### src/sv/i2cms_pkg.sv
// ----------------------------------------------------------------------------
// i2cms_pkg
// Types and codes shared by the byte-level I2C master sequencer.
// ----------------------------------------------------------------------------
package i2cms_pkg;

    // command codes carried in the op field of a request
    typedef enum logic [2:0] {
        OP_NONE    = 3'd0,
        OP_START   = 3'd1,
        OP_RESTART = 3'd2,
        OP_STOP    = 3'd3,
        OP_WRITE   = 3'd4,
        OP_READ    = 3'd5
    } op_t;

    // sequencer phases
    typedef enum logic [3:0] {
        PH_IDLE   = 4'd0,
        PH_RS_REL = 4'd1,
        PH_RS_SCL = 4'd2,
        PH_ST_SDA = 4'd3,
        PH_ST_SCL = 4'd4,
        PH_SETUP  = 4'd5,
        PH_RISE   = 4'd6,
        PH_FALL   = 4'd7,
        PH_SP_SDA = 4'd8,
        PH_SP_SCL = 4'd9,
        PH_SP_END = 4'd10
    } phase_t;

    // configuration register indexes
    localparam logic CFG_HIGH_DELAY = 1'b0;
    localparam logic CFG_LOW_DELAY  = 1'b1;

    // register widths and reset values
    localparam int unsigned CFG_WIDTH       = 16;
    localparam logic [15:0] HIGH_DELAY_INIT = 16'd40;
    localparam logic [15:0] LOW_DELAY_INIT  = 16'd64;
    localparam logic [3:0]  DATA_BITS       = 4'd8;

endpackage

### src/sv/i2c_master_byte_sequencer.sv
// ----------------------------------------------------------------------------
// i2c_master_byte_sequencer
// Tick-driven I2C master: steps open-drain SCL/SDA levels through start,
// restart, stop, write-byte and read-byte sequences.
// ----------------------------------------------------------------------------
// Every input request is one bus tick and yields exactly one result: the pin
// levels after that tick, an idle flag and, at the end of a read, the
// received byte. A request is taken while the result register is free or
// being read; the state is updated in the same cycle it is accepted and the
// result sits in an output register, so one request per clock is sustained
// while the result side keeps up. A command (op) is acted on only in a request
// whose tick finds the sequencer idle; otherwise it is dropped. Bit timing
// comes from the high and low delay registers, counted in requests; a delay
// of zero adds no ticks. Bytes go out MSB first, the slave ACK is not checked
// and SCL stretching is not observed.
module i2c_master_byte_sequencer #(
    parameter int unsigned DELAY_WIDTH = 16
) (
    input  logic        aclk,
    input  logic        aresetn,
    // configuration write port
    input  logic        cfg_we,
    input  logic        cfg_addr,
    input  logic [15:0] cfg_wdata,
    // request channel
    input  logic        s_tvalid,
    output logic        s_tready,
    input  logic [15:0] s_tdata,   // op[2:0], byte_in[10:3], ack_in[11], sda_in[12]
    // result channel
    output logic        m_tvalid,
    input  logic        m_tready,
    output logic [15:0] m_tdata    // scl_level[0], sda_level[1], ready_res[2],
                                   // rx_valid[3], rx_byte[11:4]
);

    // configuration registers
    logic [i2cms_pkg::CFG_WIDTH-1:0] high_delay_reg;
    logic [i2cms_pkg::CFG_WIDTH-1:0] low_delay_reg;

    // sequencer state
    i2cms_pkg::phase_t        phase_reg, phase_next;
    i2cms_pkg::op_t           cmd_reg, cmd_next;
    logic [3:0]               bit_count_reg, bit_count_next;
    logic [7:0]               shift_reg, shift_next;
    logic [DELAY_WIDTH-1:0]   wait_reg, wait_next;
    logic                     send_ack_reg, send_ack_next;
    logic                     scl_reg, scl_next;
    logic                     sda_reg, sda_next;
    logic                     done;

    // result register
    logic                     m_valid_reg;
    logic [15:0]              m_data_reg;

    // request fields
    logic [2:0]               op_in;
    logic [7:0]               byte_in;
    logic                     ack_in;
    logic                     sda_in;
    logic                     s_accept;

    // command seen by the action logic
    logic                     take;
    logic                     act;
    i2cms_pkg::phase_t        eff_phase;
    i2cms_pkg::op_t           eff_cmd;
    logic [7:0]               eff_shift;
    logic [3:0]               eff_bit;
    logic                     eff_ack;

    logic [DELAY_WIDTH-1:0]   high_delay;
    logic [DELAY_WIDTH-1:0]   low_delay;

    assign op_in    = s_tdata[2:0];
    assign byte_in  = s_tdata[10:3];
    assign ack_in   = s_tdata[11];
    assign sda_in   = s_tdata[12];

    assign s_tready = !m_valid_reg || m_tready;
    assign s_accept = s_tvalid && s_tready;

    assign high_delay = DELAY_WIDTH'(high_delay_reg);
    assign low_delay  = DELAY_WIDTH'(low_delay_reg);

    // configuration writes
    always_ff @(posedge aclk) begin
        if (!aresetn) begin
            high_delay_reg <= i2cms_pkg::HIGH_DELAY_INIT;
            low_delay_reg  <= i2cms_pkg::LOW_DELAY_INIT;
        end else if (cfg_we) begin
            if (cfg_addr == i2cms_pkg::CFG_HIGH_DELAY) begin
                high_delay_reg <= cfg_wdata;
            end else begin
                low_delay_reg <= cfg_wdata;
            end
        end
    end

    // command decode: when idle, a command loads the state its first action sees
    always_comb begin
        take      = 1'b0;
        eff_phase = phase_reg;
        eff_cmd   = cmd_reg;
        eff_shift = shift_reg;
        eff_bit   = bit_count_reg;
        eff_ack   = send_ack_reg;
        if (phase_reg == i2cms_pkg::PH_IDLE) begin
            take    = 1'b1;
            eff_cmd = i2cms_pkg::op_t'(op_in);
            unique case (op_in)
                i2cms_pkg::OP_START: begin
                    eff_shift = byte_in;
                    eff_phase = i2cms_pkg::PH_ST_SDA;
                end
                i2cms_pkg::OP_RESTART: begin
                    eff_shift = byte_in;
                    eff_phase = i2cms_pkg::PH_RS_REL;
                end
                i2cms_pkg::OP_STOP: begin
                    eff_phase = i2cms_pkg::PH_SP_SDA;
                end
                i2cms_pkg::OP_WRITE: begin
                    eff_shift = byte_in;
                    eff_bit   = '0;
                    eff_phase = i2cms_pkg::PH_SETUP;
                end
                i2cms_pkg::OP_READ: begin
                    eff_shift = '0;
                    eff_ack   = ack_in;
                    eff_bit   = '0;
                    eff_phase = i2cms_pkg::PH_SETUP;
                end
                default: begin
                    take    = 1'b0;
                    eff_cmd = cmd_reg;
                end
            endcase
        end
    end

    // an action runs on a taken command or when a pending wait has run out
    assign act = s_accept && (take || (phase_reg != i2cms_pkg::PH_IDLE && wait_reg == '0));

    // next phase
    always_comb begin
        phase_next = phase_reg;
        if (act) begin
            unique case (eff_phase)
                i2cms_pkg::PH_RS_REL: phase_next = i2cms_pkg::PH_RS_SCL;
                i2cms_pkg::PH_RS_SCL: phase_next = i2cms_pkg::PH_ST_SDA;
                i2cms_pkg::PH_ST_SDA: phase_next = i2cms_pkg::PH_ST_SCL;
                i2cms_pkg::PH_ST_SCL: phase_next = i2cms_pkg::PH_SETUP;
                i2cms_pkg::PH_SETUP:  phase_next = i2cms_pkg::PH_RISE;
                i2cms_pkg::PH_RISE:   phase_next = i2cms_pkg::PH_FALL;
                i2cms_pkg::PH_FALL: begin
                    if (eff_bit >= i2cms_pkg::DATA_BITS) begin
                        phase_next = i2cms_pkg::PH_IDLE;
                    end else begin
                        phase_next = i2cms_pkg::PH_SETUP;
                    end
                end
                i2cms_pkg::PH_SP_SDA: phase_next = i2cms_pkg::PH_SP_SCL;
                i2cms_pkg::PH_SP_SCL: phase_next = i2cms_pkg::PH_SP_END;
                default:              phase_next = i2cms_pkg::PH_IDLE;
            endcase
        end
    end

    // pin levels, counters and shift register
    always_comb begin
        cmd_next       = eff_cmd;
        shift_next     = eff_shift;
        bit_count_next = eff_bit;
        send_ack_next  = eff_ack;
        scl_next       = scl_reg;
        sda_next       = sda_reg;
        wait_next      = wait_reg;
        done           = 1'b0;
        if (!s_accept) begin
            cmd_next       = cmd_reg;
            shift_next     = shift_reg;
            bit_count_next = bit_count_reg;
            send_ack_next  = send_ack_reg;
        end else if (act) begin
            unique case (eff_phase)
                i2cms_pkg::PH_RS_REL: begin
                    sda_next  = 1'b1;
                    wait_next = high_delay;
                end
                i2cms_pkg::PH_RS_SCL: begin
                    scl_next  = 1'b1;
                    wait_next = '0;
                end
                i2cms_pkg::PH_ST_SDA: begin
                    sda_next  = 1'b0;
                    wait_next = high_delay;
                end
                i2cms_pkg::PH_ST_SCL: begin
                    scl_next       = 1'b0;
                    wait_next      = '0;
                    bit_count_next = '0;
                end
                i2cms_pkg::PH_SETUP: begin
                    if (eff_cmd == i2cms_pkg::OP_READ) begin
                        sda_next = (eff_bit < i2cms_pkg::DATA_BITS) ? 1'b1 : !eff_ack;
                    end else begin
                        sda_next = (eff_bit < i2cms_pkg::DATA_BITS) ? eff_shift[7] : 1'b1;
                    end
                    wait_next = low_delay;
                end
                i2cms_pkg::PH_RISE: begin
                    scl_next  = 1'b1;
                    wait_next = high_delay;
                end
                i2cms_pkg::PH_FALL: begin
                    scl_next  = 1'b0;
                    wait_next = '0;
                    if (eff_bit >= i2cms_pkg::DATA_BITS) begin
                        done = (eff_cmd == i2cms_pkg::OP_READ);
                    end else begin
                        // read samples SDA while SCL is still high at this input
                        if (eff_cmd == i2cms_pkg::OP_READ) begin
                            shift_next = {eff_shift[6:0], sda_in};
                        end else begin
                            shift_next = {eff_shift[6:0], 1'b0};
                        end
                        bit_count_next = eff_bit + 4'd1;
                    end
                end
                i2cms_pkg::PH_SP_SDA: begin
                    sda_next  = 1'b0;
                    wait_next = high_delay;
                end
                i2cms_pkg::PH_SP_SCL: begin
                    scl_next  = 1'b1;
                    wait_next = high_delay;
                end
                i2cms_pkg::PH_SP_END: begin
                    sda_next  = 1'b1;
                    wait_next = '0;
                end
                default: begin
                    wait_next = '0;
                end
            endcase
        end else if (phase_reg != i2cms_pkg::PH_IDLE) begin
            // counting down a wait
            wait_next = wait_reg - 1'b1;
        end
    end

    // state registers
    always_ff @(posedge aclk) begin
        if (!aresetn) begin
            phase_reg     <= i2cms_pkg::PH_IDLE;
            cmd_reg       <= i2cms_pkg::OP_NONE;
            bit_count_reg <= '0;
            shift_reg     <= '0;
            wait_reg      <= '0;
            send_ack_reg  <= 1'b0;
            scl_reg       <= 1'b1;
            sda_reg       <= 1'b1;
        end else begin
            phase_reg     <= phase_next;
            cmd_reg       <= cmd_next;
            bit_count_reg <= bit_count_next;
            shift_reg     <= shift_next;
            wait_reg      <= wait_next;
            send_ack_reg  <= send_ack_next;
            scl_reg       <= scl_next;
            sda_reg       <= sda_next;
        end
    end

    // result register
    always_ff @(posedge aclk) begin
        if (!aresetn) begin
            m_valid_reg <= 1'b0;
        end else if (s_accept) begin
            m_valid_reg <= 1'b1;
        end else if (m_tready) begin
            m_valid_reg <= 1'b0;
        end
    end

    always_ff @(posedge aclk) begin
        if (s_accept) begin
            m_data_reg <= {4'd0,
                           done ? shift_next : 8'd0,
                           done,
                           phase_next == i2cms_pkg::PH_IDLE,
                           sda_next,
                           scl_next};
        end
    end

    assign m_tvalid = m_valid_reg;
    assign m_tdata  = m_data_reg;

    // a completed read always leaves the sequencer idle
    assert property (@(posedge aclk) disable iff (!aresetn)
        m_valid_reg && m_data_reg[3] |-> m_data_reg[2])
        else $error("read completion reported while busy");

    // bit counter never passes the ACK slot
    assert property (@(posedge aclk) disable iff (!aresetn)
        bit_count_reg <= i2cms_pkg::DATA_BITS)
        else $error("bit counter out of range");

    // no wait is left pending when idle
    assert property (@(posedge aclk) disable iff (!aresetn)
        phase_reg == i2cms_pkg::PH_IDLE |-> wait_reg == '0)
        else $error("wait pending in idle");

    // state holds when no request is taken
    assert property (@(posedge aclk) disable iff (!aresetn)
        !s_accept |=> $stable(phase_reg) && $stable(wait_reg) && $stable(scl_reg))
        else $error("state moved without a request");

    // a stop ends with both lines released
    assert property (@(posedge aclk) disable iff (!aresetn)
        s_accept && phase_reg == i2cms_pkg::PH_SP_END && wait_reg == '0
        |=> scl_reg && sda_reg && phase_reg == i2cms_pkg::PH_IDLE)
        else $error("stop did not release the bus");

endmodule

### config.mk
export PLATFORM = sky130hd
export DESIGN_NAME = i2c_master_byte_sequencer
export DESIGN_NICKNAME = d
export VERILOG_FILES = /design/src/sv/i2cms_pkg.sv /design/src/sv/i2c_master_byte_sequencer.sv
export SDC_FILE = /design/constraint.sdc
export NUM_CORES = 1
export LEC_CHECK = 0
export ABC_AREA = 1
export BUFFER_PORTS_ARGS = -buffer_cell sky130_fd_sc_hd__buf_2
export CELL_PAD_IN_SITES_DETAIL_PLACEMENT = 0
export CELL_PAD_IN_SITES_GLOBAL_PLACEMENT = 2
export CORE_MARGIN = 10
export CORE_UTILIZATION = 35
export CTS_CLUSTER_DIAMETER = 150
export DETAILED_ROUTE_END_ITERATION = 8
export PLACE_DENSITY = 0.87
export SKIP_LAST_GASP = 1
export SLEW_MARGIN = 25
export SYNTH_ARGS = -nofsm -noshare
export SYNTH_HDL_FRONTEND = slang
export SYNTH_SLANG_ARGS = --single-unit
### constraint.sdc
create_clock -name aclk -period 5.9 [get_ports aclk]
set_input_delay 1.77 -clock aclk [delete_from_list [all_inputs] [get_ports aclk]]
set_output_delay 1.77 -clock aclk [all_outputs]
set_load 0.1 [all_outputs]
== Word-level counts from Yosys, hierarchy flattened ==
Cells that the tools add are included.
Storage, ports and cells
  input bits: 38
  output and inout port bits: 18
  flip-flop bits (word level): 83
Operators by class
  muxes and demuxes: 41
  bitwise gates (word level): 1
  magnitude comparators: 2
  equal/unequal tests: 16
  reduce and logical (&&, ||, !) cells: 24
  $add $sub $neg: 2
Operators by type and width (number)
  $mux 8: 5
  $pmux 4 s9: 1
  $mux 16: 2
  $pmux 16 s2: 1
  $mux 4: 6
  $mux 1: 18
  $eq 4x3->1 const B: 4
  $logic_not 16->1: 1
  $pmux 4 s4: 1
  $pmux 8 s2: 1
  $sub 16x1->16 const B: 1
  $eq 4x4->1 const B: 3
  $reduce_or 5->1: 2
  $eq 3x3->1 const B: 3
  $mux 3: 3
  $eq 4x2->1 const B: 2
  $logic_not 4->1: 2
  $pmux 4 s2: 1
  $reduce_or 2->1: 4
  $eq 3x2->1 const B: 2
  $reduce_and 2->1: 3
  $reduce_or 3->1: 2
  $add 4x1->4 const B: 1
  $eq 4x1->1 const B: 1
  other kinds (11): 16

== Logic depth before layout (Yosys ltp) ==
Gate-level depths: netlist of run 1.
  depth after elaboration: 10
  gate-level depth with buffers: 14
  mapped depth without buffers: 14

== Least setup slack after synthesis of run 1 ==
OpenSTA, ideal clock, no wires.
  path type: input to output
  start: input port m_tready
  end: output port s_tready
  data arrival time: 2.459 ns
  data required time: 4.130 ns
  slack: 1.671 ns
  stages on the path: 2
  path buffers: 0
  path through: inv_1 -> nand2_1
On the way
  longest elaborated chain between the ends: 1
Ends and longest elaborated chain
  from (decl): line i2c_master_byte_sequencer.sv:31  | input logic m_tready,
  $logic_or 1x1->1: line i2c_master_byte_sequencer.sv:79  | assign s_tready = !m_valid_reg || m_tready;
  to (decl): line i2c_master_byte_sequencer.sv:27  | output logic s_tready,
No other way between the ends.

== Final worst setup path of run 1 ==
Same ends and word-level chain as after synthesis.

==> qor.txt, run 1 <==
Status = finished, final reports clean
Drc violations = 0
CP Launch Type = primary input
Type of the worst setup path = primary input to output port
RePlAce Congestion = 0.856
Vias in the first global route = 3876
HP Start = high_delay[4]
Drt first-iter violations = 289
CTS sink cnt = 83
Post-synth top area cell = dfxtp_1
Setup TNS = 0 ps
Ys async rst share = 0
Worst min-delay path class = flop to flop
Synthesis Warnings = 0
Worst VDD drop = 0.126 mV
Global Route met1 Usage = 0.165
CTS Buf Count = 9
Combinational power share = 0.352
Initial antenna violation count = 0
Die Span Y = 133 um
H-tree Lvls = 3
Fin. Hold Viols = 0
IO Pins = 56
Final worst-path cycle share = 0.705
Initial core utilization = 0.354
First-pass GRT wire length = 18900 um
Root Buffer = clkbuf_16
Reg power frac = 0.357
Relative slew margins = 0.399
Clock Power Share = 0.291
Final setup viols = 0
Sw Share = 0.381
Mean Syn Cell Area = 6.90 um2
# hold bufs at CTS = 0
Detail Placement HPWL = 7900 um
RR Startpoint = phase_reg[1]
PortBufs = 48
Seq/Total Area, Yosys = 0.402
Worst EP required = 4130 ps
Setup repair bufs after CTS = 0
Design area = 0.00509 mm2
Clock Skew = 3.74 ps
Setup WS pre-CTS = 1730 ps
Drt pass-1 iters = 4
Vias per inst = 4.71
Largest stage delay on the critical path = 430 ps
Measured slew at the worst slew-check pin = 901 ps
Max-cap violations = 0
Clock-pin slew on the worst setup and hold paths = 60 ps
Wire length per cell = 13.0 um
DRT antenna net count = 0
Cell Rows = 41
CP Data Arrival Time = 2390 ps
GRT busiest layer = met2
FF+latch count, synth = 83
Placed Area = 0.00479 mm2
Met3 GRT Util = 0.0307
Fin crit period = 4160 ps
Crit path cell chain = buf_2, inv_1, nand2_1, buf_2
Static Leak = 2.23 nW
Nets = 722
WHS = 459 ps
Mapped Cells = 642
Final Max Slew Viols = 0
Setup crit start = m_tready
P_sw = 0.735 mW
Cell variety after synth = 41
Most frequent cell after synthesis = nand2_1
Syn-to-layout area delta = 14.8%
Die width = 133 um
Synth top area share = 0.321
CTS max path bufs = 2
Synthesized cell area = 0.00443 mm2
Pin count of the biggest net entering global routing = 49
Cell-internal power = 1.19 mW
GRT Util Overall = 0.128
Critical-path top delay cell = buf_2
ANT cells = 0
CTS resizes = 0
Area contributors post-synth = dfxtp_1 32%, nand2_1 14%, edfxtp_1 8.1%
Synth Flop Type = dfxtp_1
CP dominant cell by count = buf_2
Total power = 1.93 mW
TritonCTS clock tree = done
WL final = 11100 um
Via count = 4039
Number of flops mapped to enable cells by yosys = 12
CP Capture Type = output port
Clock Latency Late Sink = 330 ps
Share of layout cells above drive strength 1 = 0.150
Unrepaired setup endpoints after global routing = false
Power density cells = 379 mW/mm2
FMAX = 241 MHz
DIE AREA = 0.0176 mm2
GR Layer Usage met2 = 0.202
Commonest cells post-synth = 166 x nand2_1, 96 x nor2_1, 71 x dfxtp_1
Core box area = 0.0125 mm2
Worst setup margin = 1740 ps
Crit-path max FO = 3
Overflow left after global routing = 0
[critical path: cells and delay by family]
kind,cells,cell delay [ps]
simple gates,1,80
buf+inv,3,530
[logic make-up after synthesis]
group,count (synthesis),share of synthesized area
simple gates,328,0.331
compound gates,135,0.161
buf+inv,84,0.0816
flops,83,0.402
xor+xnor,9,0.0178
fa+ha+maj,2,0.00564
other cells,1,0.000846
[metrics by stage]
step / util / instances
6_report: 0.407 / 858
5_1_grt: 0.407 / 858
4_1_cts: 0.407 / 858
3_5_place_dp: 0.383 / 843
3_3_place_gp: 0.383 / 843
2_1_floorplan: - / 645
[cell usage in the layout (no fill, tap or decap), types with 2 or more instances in the layout]
cell type	synthesis	layout
clkbuf_1	13	3
a21oi_1	60	60
nand2_1	166	166
nor3_1	2	2
nor2_2	2	2
o21ai_1	3	3
o21ai_0	60	60
ha_1	2	2
dfxtp_1	71	71
buf_4	5	4
edfxtp_1	12	12
inv_2	9	9
conb_1	1	4
nand3_1	32	32
xor2_1	5	5
nand2_2	7	7
clkbuf_16	0	11
nor2_1	96	96
a21oi_2	3	3
nand4_1	5	5
inv_1	47	47
nor2_4	8	8
xnor2_1	4	4
nand3_4	3	3
buf_2	5	48
nand3_2	2	2
a31oi_1	4	4
[routing by layer]
layer / vias to the layer above / wire length (um)
met5: - / 0
met4: 0 / 81
met3: 6 / 381
met2: 66 / 5010
met1: 1818 / 5670
li1: 2149 / -
[cell type report]
cell class / instances / area (um2)
fill: 1380 / 7430
sequential: 83 / 1780
timing repair buffer: 52 / 270
tap: 172 / 215
clock buffer: 15 / 300
inverter: 58 / 220
multi-input combinational: 478 / 2300
[worst paths after layout]
kind                                     to  slack [ps]  cells after the start
worst min register to register  wait_reg[4]         460                      2
worst max register to register   m_tdata[2]        3340                     11
worst min-delay path            wait_reg[4]         460                      2
worst max-delay path               s_tready        1740                      4
[power by group through the flow]
| stage | logic, mW | clock network, mW | registers (mW) |
|---|---|---|---|
| finish | 0.678 | 0.561 | 0.688 |
| global placement | 0.680 | 0 | 0.699 |
| detailed placement | 0.683 | 0 | 0.700 |
| global route | 0.774 | 0.601 | 0.695 |
| CTS | 0.686 | 0.584 | 0.688 |
| floorplan | 0.510 | 0 | 0.743 |
(Power assumes the default switching activity.)
==> run 2, diff against run 1 <==
--- a/config.mk
+++ b/config.mk
@@ -10,10 +10,10 @@
 export CELL_PAD_IN_SITES_DETAIL_PLACEMENT = 0
 export CELL_PAD_IN_SITES_GLOBAL_PLACEMENT = 2
 export CORE_MARGIN = 10
-export CORE_UTILIZATION = 35
+export CORE_UTILIZATION = 32
 export CTS_CLUSTER_DIAMETER = 150
 export DETAILED_ROUTE_END_ITERATION = 8
-export PLACE_DENSITY = 0.87
+export PLACE_DENSITY = 0.81
 export SKIP_LAST_GASP = 1
 export SLEW_MARGIN = 25
 export SYNTH_ARGS = -nofsm -noshare
==> constraint.sdc (replaced) <==
create_clock -name aclk -period 4.1 [get_ports aclk]
set_input_delay 1.23 -clock aclk [delete_from_list [all_inputs] [get_ports aclk]]
set_output_delay 1.23 -clock aclk [all_outputs]
set_load 0.1 [all_outputs]
==> run 2 against run 1 <==
Non-clock buffer count is 3 higher. Final cell count rose by 0.93%. Sequential share of layout area is 0.23 points lower. Core utilization is 2.4 points lower. Via count grew 1.9%. Cell area up 0.66%. Clock skew increased by 6.8 ps. First-iteration DRC count down 8.7%. Count of clock-buffer cells in the layout shrank 4. Sequential power increased by 44%. Flip-flop and latch count unchanged. Critical path depth did not move. Critical path type unchanged. Critical endpoint unchanged.
==> qor.txt, run 2 (synthesis gave the netlist of run 1 again) <==
Via count = 4114
FMAX = 323 MHz
Overflow left after global routing = 0
Final setup viols = 0
CTS max path bufs = 2
P_sw = 1.11 mW
Core box area = 0.0134 mm2
First-pass GRT wire length = 19700 um
Combinational power share = 0.354
Static Leak = 2.24 nW
IO Pins = 56
Unrepaired setup endpoints after global routing = false
H-tree Lvls = 3
Area of the multi-input gates = 0.00230 mm2
ANT cells = 0
Status = finished, final reports clean
R2R Path End = m_tdata[1]
RePlAce Congestion = 0.838
Share of layout cells above drive strength 1 = 0.159
Die width = 138 um
CP dominant cell by count = buf_2
CP Data Arrival Time = 1860 ps
Vias in the first global route = 4005
TritonCTS clock tree = done
Measured slew at the worst slew-check pin = 954 ps
Final Max Slew Viols = 0
Reg power frac = 0.351
Final worst-path cycle share = 0.754
CTS sink cnt = 83
Worst R2R Path Depth = 10
Detail Placement HPWL = 8170 um
Nets = 725
Type of the worst setup path = primary input to output port
Clock Power Share = 0.296
Hold depth = 2
Fin. Hold Viols = 0
CP Buf/Inv Count = 3
Worst VDD drop = 0.234 mV
Drc violations = 0
Sequential cell area = 0.00178 mm2
GRT Util Overall = 0.130
Cell-internal power = 1.71 mW
Initial antenna violation count = 0
# fillers = 1466
Crit-path max FO = 3
WL final = 11800 um
Pin count of the biggest net entering global routing = 48
Clock-pin slew on the worst setup and hold paths = 60 ps
Relative slew margins = 0.363
Wire length per cell = 13.6 um
Sw Share = 0.392
Setup TNS = 0 ps
Top cell family by delay on the critical path = buffers and inverters
Worst min-delay path class = flop to flop
Drt pass-1 iters = 4
Clock Latency Late Sink = 350 ps
Hold Path Sink = wait_reg[1]
CTS resizes = 0
CP Capture Type = output port
Worst EP required = 2870 ps
Setup repair bufs after CTS = 0
Syn-to-layout area delta = 15.6%
CP Launch Type = primary input
Crit path cell chain = buf_2, inv_1, nand2_1, buf_2
Power density cells = 550 mW/mm2
Commonest non-fill, non-tap cell in the layout = nand2_1
DIE AREA = 0.0190 mm2
RR Startpoint = phase_reg[1]
Vias per inst = 4.75
CTS Buf Count = 9
HP Start = high_delay[1]
WHS = 454 ps
Reg2reg setup slack = 1820 ps
Critical-path top delay cell = buf_2
Clock Skew = 10.5 ps
Initial core utilization = 0.331
Drt first-iter violations = 264
Max-cap violations = 0
Most frequent cells in the layout = 166 x nand2_1, 95 x nor2_1, 71 x dfxtp_1
Cell Rows = 42
PortBufs = 48
Fin crit period = 3090 ps
Largest stage delay on the critical path = 440 ps
# hold bufs at CTS = 0
DRT antenna net count = 0
Die Span Y = 138 um
Root Buffer = clkbuf_16
-- run 2: changes by cell type in the layout (fill, tap and decap cells not counted), moves of 2 or more --
| cell | previous run | this run |
|---|---|---|
| buf_4 | 4 | 7 |
| clkbuf_1 | 3 | 1 |
| clkbuf_16 | 11 | 9 |
| clkinv_4 | 0 | 2 |
-- run 2: area by class of cell --
type	count	share of cell area
multi-input cells	478	0.450
flip-flops and latches	83	0.348
repair buffers	55	0.0572
clock buffers	11	0.0474
inverters	58	0.0430
well taps	176	0.0430
clock inverters	5	0.0120
-- run 2: layer usage --
metal  up-vias  part of all wire  track usage
li1       2161                 -            -
met2        95              0.45        0.211
met5         -                 0            0
met3        20             0.056       0.0306
met4         0             0.021       0.0521
met1      1838              0.47        0.162
-- run 2: power by group through the flow --
stage | Sequential, mW | Clock [mW] | Combinational (mW)
2_1_floorplan | 1.07 | 0 | 0.735
3_3_place_gp | 1.00 | 0 | 1.00
3_5_place_dp | 1.01 | 0 | 1.00
4_1_cts | 0.988 | 0.862 | 1.01
5_1_grt | 1.00 | 0.886 | 1.14
6_report | 0.988 | 0.833 | 0.998
-- run 2: how the worst max path moves through the flow --
stage | cells after the start | from | end | slack, ps
final | 4 | m_tready | s_tready | 1010
after global routing | 4 | m_tready | s_tready | 970
after CTS | 4 | m_tready | s_tready | 1000
after detailed placement | 13 | s_tdata[1] | m_tdata[1] | 920
after global placement | 6 | cfg_we | high_delay[14] | 850
after floorplan | 7 | m_tready | m_tdata[11] | 560
-- run 2: worst min-delay path, stage by stage, from the launching register on --
cell and delay (ps):
dfxtp_1 310, nand2_1 60, a21oi_1 50
-- run 2: through the flow --
| stage | instances | power [mW] | area (um2) | setup WS (ps) | utilization |
|---|---|---|---|---|---|
| after floorplan | 645 | 1.80 | 4440 | 560 | - |
| after CTS | 866 | 2.86 | 5120 | 1000 | 0.382 |
| after detailed placement | 850 | 2.01 | 4820 | 924 | 0.360 |
| final | 866 | 2.82 | 5120 | 1010 | 0.382 |
| after global routing | 866 | 3.03 | 5120 | 967 | 0.382 |
| after global placement | 850 | 2.01 | 4820 | 853 | 0.359 |
==> run 3, diff against run 2 <==
--- a/config.mk
+++ b/config.mk
@@ -5,15 +5,15 @@
 export SDC_FILE = /design/constraint.sdc
 export NUM_CORES = 1
 export LEC_CHECK = 0
-export ABC_AREA = 1
+export ABC_AREA = 0
 export BUFFER_PORTS_ARGS = -buffer_cell sky130_fd_sc_hd__buf_2
 export CELL_PAD_IN_SITES_DETAIL_PLACEMENT = 0
 export CELL_PAD_IN_SITES_GLOBAL_PLACEMENT = 2
 export CORE_MARGIN = 10
-export CORE_UTILIZATION = 32
+export CORE_UTILIZATION = 31
 export CTS_CLUSTER_DIAMETER = 150
 export DETAILED_ROUTE_END_ITERATION = 8
-export PLACE_DENSITY = 0.81
+export PLACE_DENSITY = 0.78
 export SKIP_LAST_GASP = 1
 export SLEW_MARGIN = 25
 export SYNTH_ARGS = -nofsm -noshare
==> constraint.sdc (replaced) <==
create_clock -name aclk -period 2.5 [get_ports aclk]
set_input_delay 0.75 -clock aclk [delete_from_list [all_inputs] [get_ports aclk]]
set_output_delay 0.75 -clock aclk [all_outputs]
set_load 0.1 [all_outputs]
==> run 3 against run 2 <==
First-iteration DRC count is 43% higher. Total power up 70%. Flip-flop and latch count did not move. Area after synthesis up 5.5%. Non-clock buffer count is 82 higher. Critical endpoint is now wait_reg[5]. Final cell count increased by 3.6%. Sequential share of layout area down 5.7 points.
==> qor.txt, run 3 <==
Final setup viols = 0
CTS max path bufs = 2
Synth Flop Type = dfxtp_1
Max-cap violations = 0
RePlAce Congestion = 0.880
Core box area = 0.0146 mm2
First-pass GRT wire length = 24100 um
Worst EP required = 2720 ps
Initial core utilization = 0.319
Detail Placement HPWL = 10800 um
PortBufs = 48
Share of layout cells above drive strength 1 = 0.266
Clock-pin slew on the worst setup and hold paths = 60 ps
CP Capture Type = flop
Via count = 4891
Nets = 748
Setup WS pre-CTS = -363 ps
Clock Skew = 6.77 ps
Worst setup margin = 36.3 ps
IO Pins = 56
Post-synth top area cell = dfxtp_1
Cell Rows = 44
Vias in the first global route = 4779
Measured slew at the worst slew-check pin = 687 ps
CTS sink cnt = 83
Drt first-iter violations = 377
Wire length per cell = 16.7 um
Seq/Total Area, Yosys = 0.381
Status = finished, final reports clean
CP Data Arrival Time = 2690 ps
Synthesis Warnings = 0
HP Start = low_delay[11]
Relative slew margins = 0.542
Worst R2R Path Depth = 6
Worst VDD drop = 0.385 mV
H-tree Lvls = 3
Number of flops mapped to enable cells by yosys = 12
Initial antenna violation count = 0
RR Startpoint = wait_reg[7]
Commonest non-fill, non-tap cell in the layout = nand2_1
Most frequent cell after synthesis = nand2_1
Setup crit start = s_tdata[2]
Die Span Y = 143 um
Root Buffer = clkbuf_16
Syn-to-layout area delta = 31.2%
FF+latch count, synth = 83
Mean Syn Cell Area = 7.75 um2
Synthesized cell area = 0.00468 mm2
Hold depth = 2
Worst min-delay path class = flop to flop
Power density cells = 780 mW/mm2
ANT cells = 0
WL final = 15000 um
Crit-path max FO = 9
Overflow left after global routing = 0
CP Launch Type = primary input
Drt pass-1 iters = 5
Final Max Slew Viols = 0
CTS Buf Count = 9
DIE AREA = 0.0204 mm2
Most frequent cells in the layout = 105 x nand2_1, 84 x buf_4, 69 x dfxtp_1
Synth top area share = 0.304
Mapped Cells = 603
Reg2reg setup slack = 120 ps
FMAX = 406 MHz
Ys async rst share = 0
Static Leak = 2.35 nW
WHS = 458 ps
Final worst-path cycle share = 0.985
Pin count of the biggest net entering global routing = 55
Drc violations = 0
Clock Latency Late Sink = 350 ps
Unrepaired setup endpoints after global routing = true
Core Util, Final = 0.419
DRT antenna net count = 0
Die width = 143 um
Commonest cells post-synth = 106 x nand2_1, 71 x dfxtp_1, 58 x a21oi_1
Vias per inst = 5.45
Type of the worst setup path = primary input to flop
# fillers = 1526
Area contributors post-synth = dfxtp_1 30%, nand2_1 8.5%, edfxtp_1 7.7%
TritonCTS clock tree = done
Cell variety after synth = 68
Fin crit period = 2460 ps
Fin. Hold Viols = 0
GRT Util Overall = 0.146
[run 3: cell count changes after synthesis, sizes merged, moves of 27 or more]
cell,delta
nor3,+29
nand2,-68
inv,-46
o21ai,-45
nor2,-58
clkbuf,+27
[run 3: timing repair]
item,CTS,global route
resized for setup,0,15
setup buffers,0,7
endpoints found under the hold margin,0,0
hold buffers,0,0
pin swaps,0,2
endpoints found under the setup margin,1,20
[run 3: cell families after synthesis]
kind of cell / Yosys count / synth area share
XOR/XNOR: 3 / 0.00562
buffers and inverters: 59 / 0.0508
adder cells (fa/ha/maj): 2 / 0.00535
other: 1 / 0.000802
multiplexers: 5 / 0.0110
AND/OR/NAND/NOR: 268 / 0.276
flip-flops: 83 / 0.381
AO/OA/AOI/OAI: 182 / 0.269
[run 3: where the power goes]
part	internal (mW)	total (mW)	switching [mW]
sequential	1.48	1.59	0.113
combinational	0.803	1.95	1.15
clock	0.673	1.23	0.561
[run 3: routing by layer]
metal,up-vias,global-route usage,part of all wire
li1,2439,-,-
met1,2341,0.190,0.47
met2,99,0.234,0.47
met3,12,0.0292,0.048
met4,0,0.0527,0.013
met5,-,0,0
[run 3: critical path, stage by stage]
cell	delay, ps
buf_2	130
or3_4	440
buf_4	160
a31oi_1	180
buf_4	160
nor3_4	50
buf_12	150
buf_4	150
buf_4	150
a221oi_1	300
nor3_1	70
[run 3: final cells by class]
cell class	count	area, um2	area share
clock inverters	6	40.0	0.00653
inverters	13	50.0	0.00816
well taps	184	230	0.0375
flip-flops and latches	83	1780	0.291
clock buffers	10	229	0.0373
repair buffers	137	971	0.158
multi-input cells	464	2830	0.461
[run 3: path summary, 6_finish.rpt]
path	end
worst max register to register	m_tdata[4]
worst max-delay path	wait_reg[5]
worst min-delay path	low_delay[11]
worst min register to register	low_delay[11]
[run 3: stage by stage]
stage	total power [mW]	instance area, um2	cells	setup TNS, ps
after CTS	4.73	6000	890	-11.7
after global placement	3.46	5730	874	-7620
after detailed placement	3.48	5730	874	-7820
after global routing	5.06	6130	897	-89.1
final	4.78	6130	897	0
after floorplan	2.80	4820	606	-839
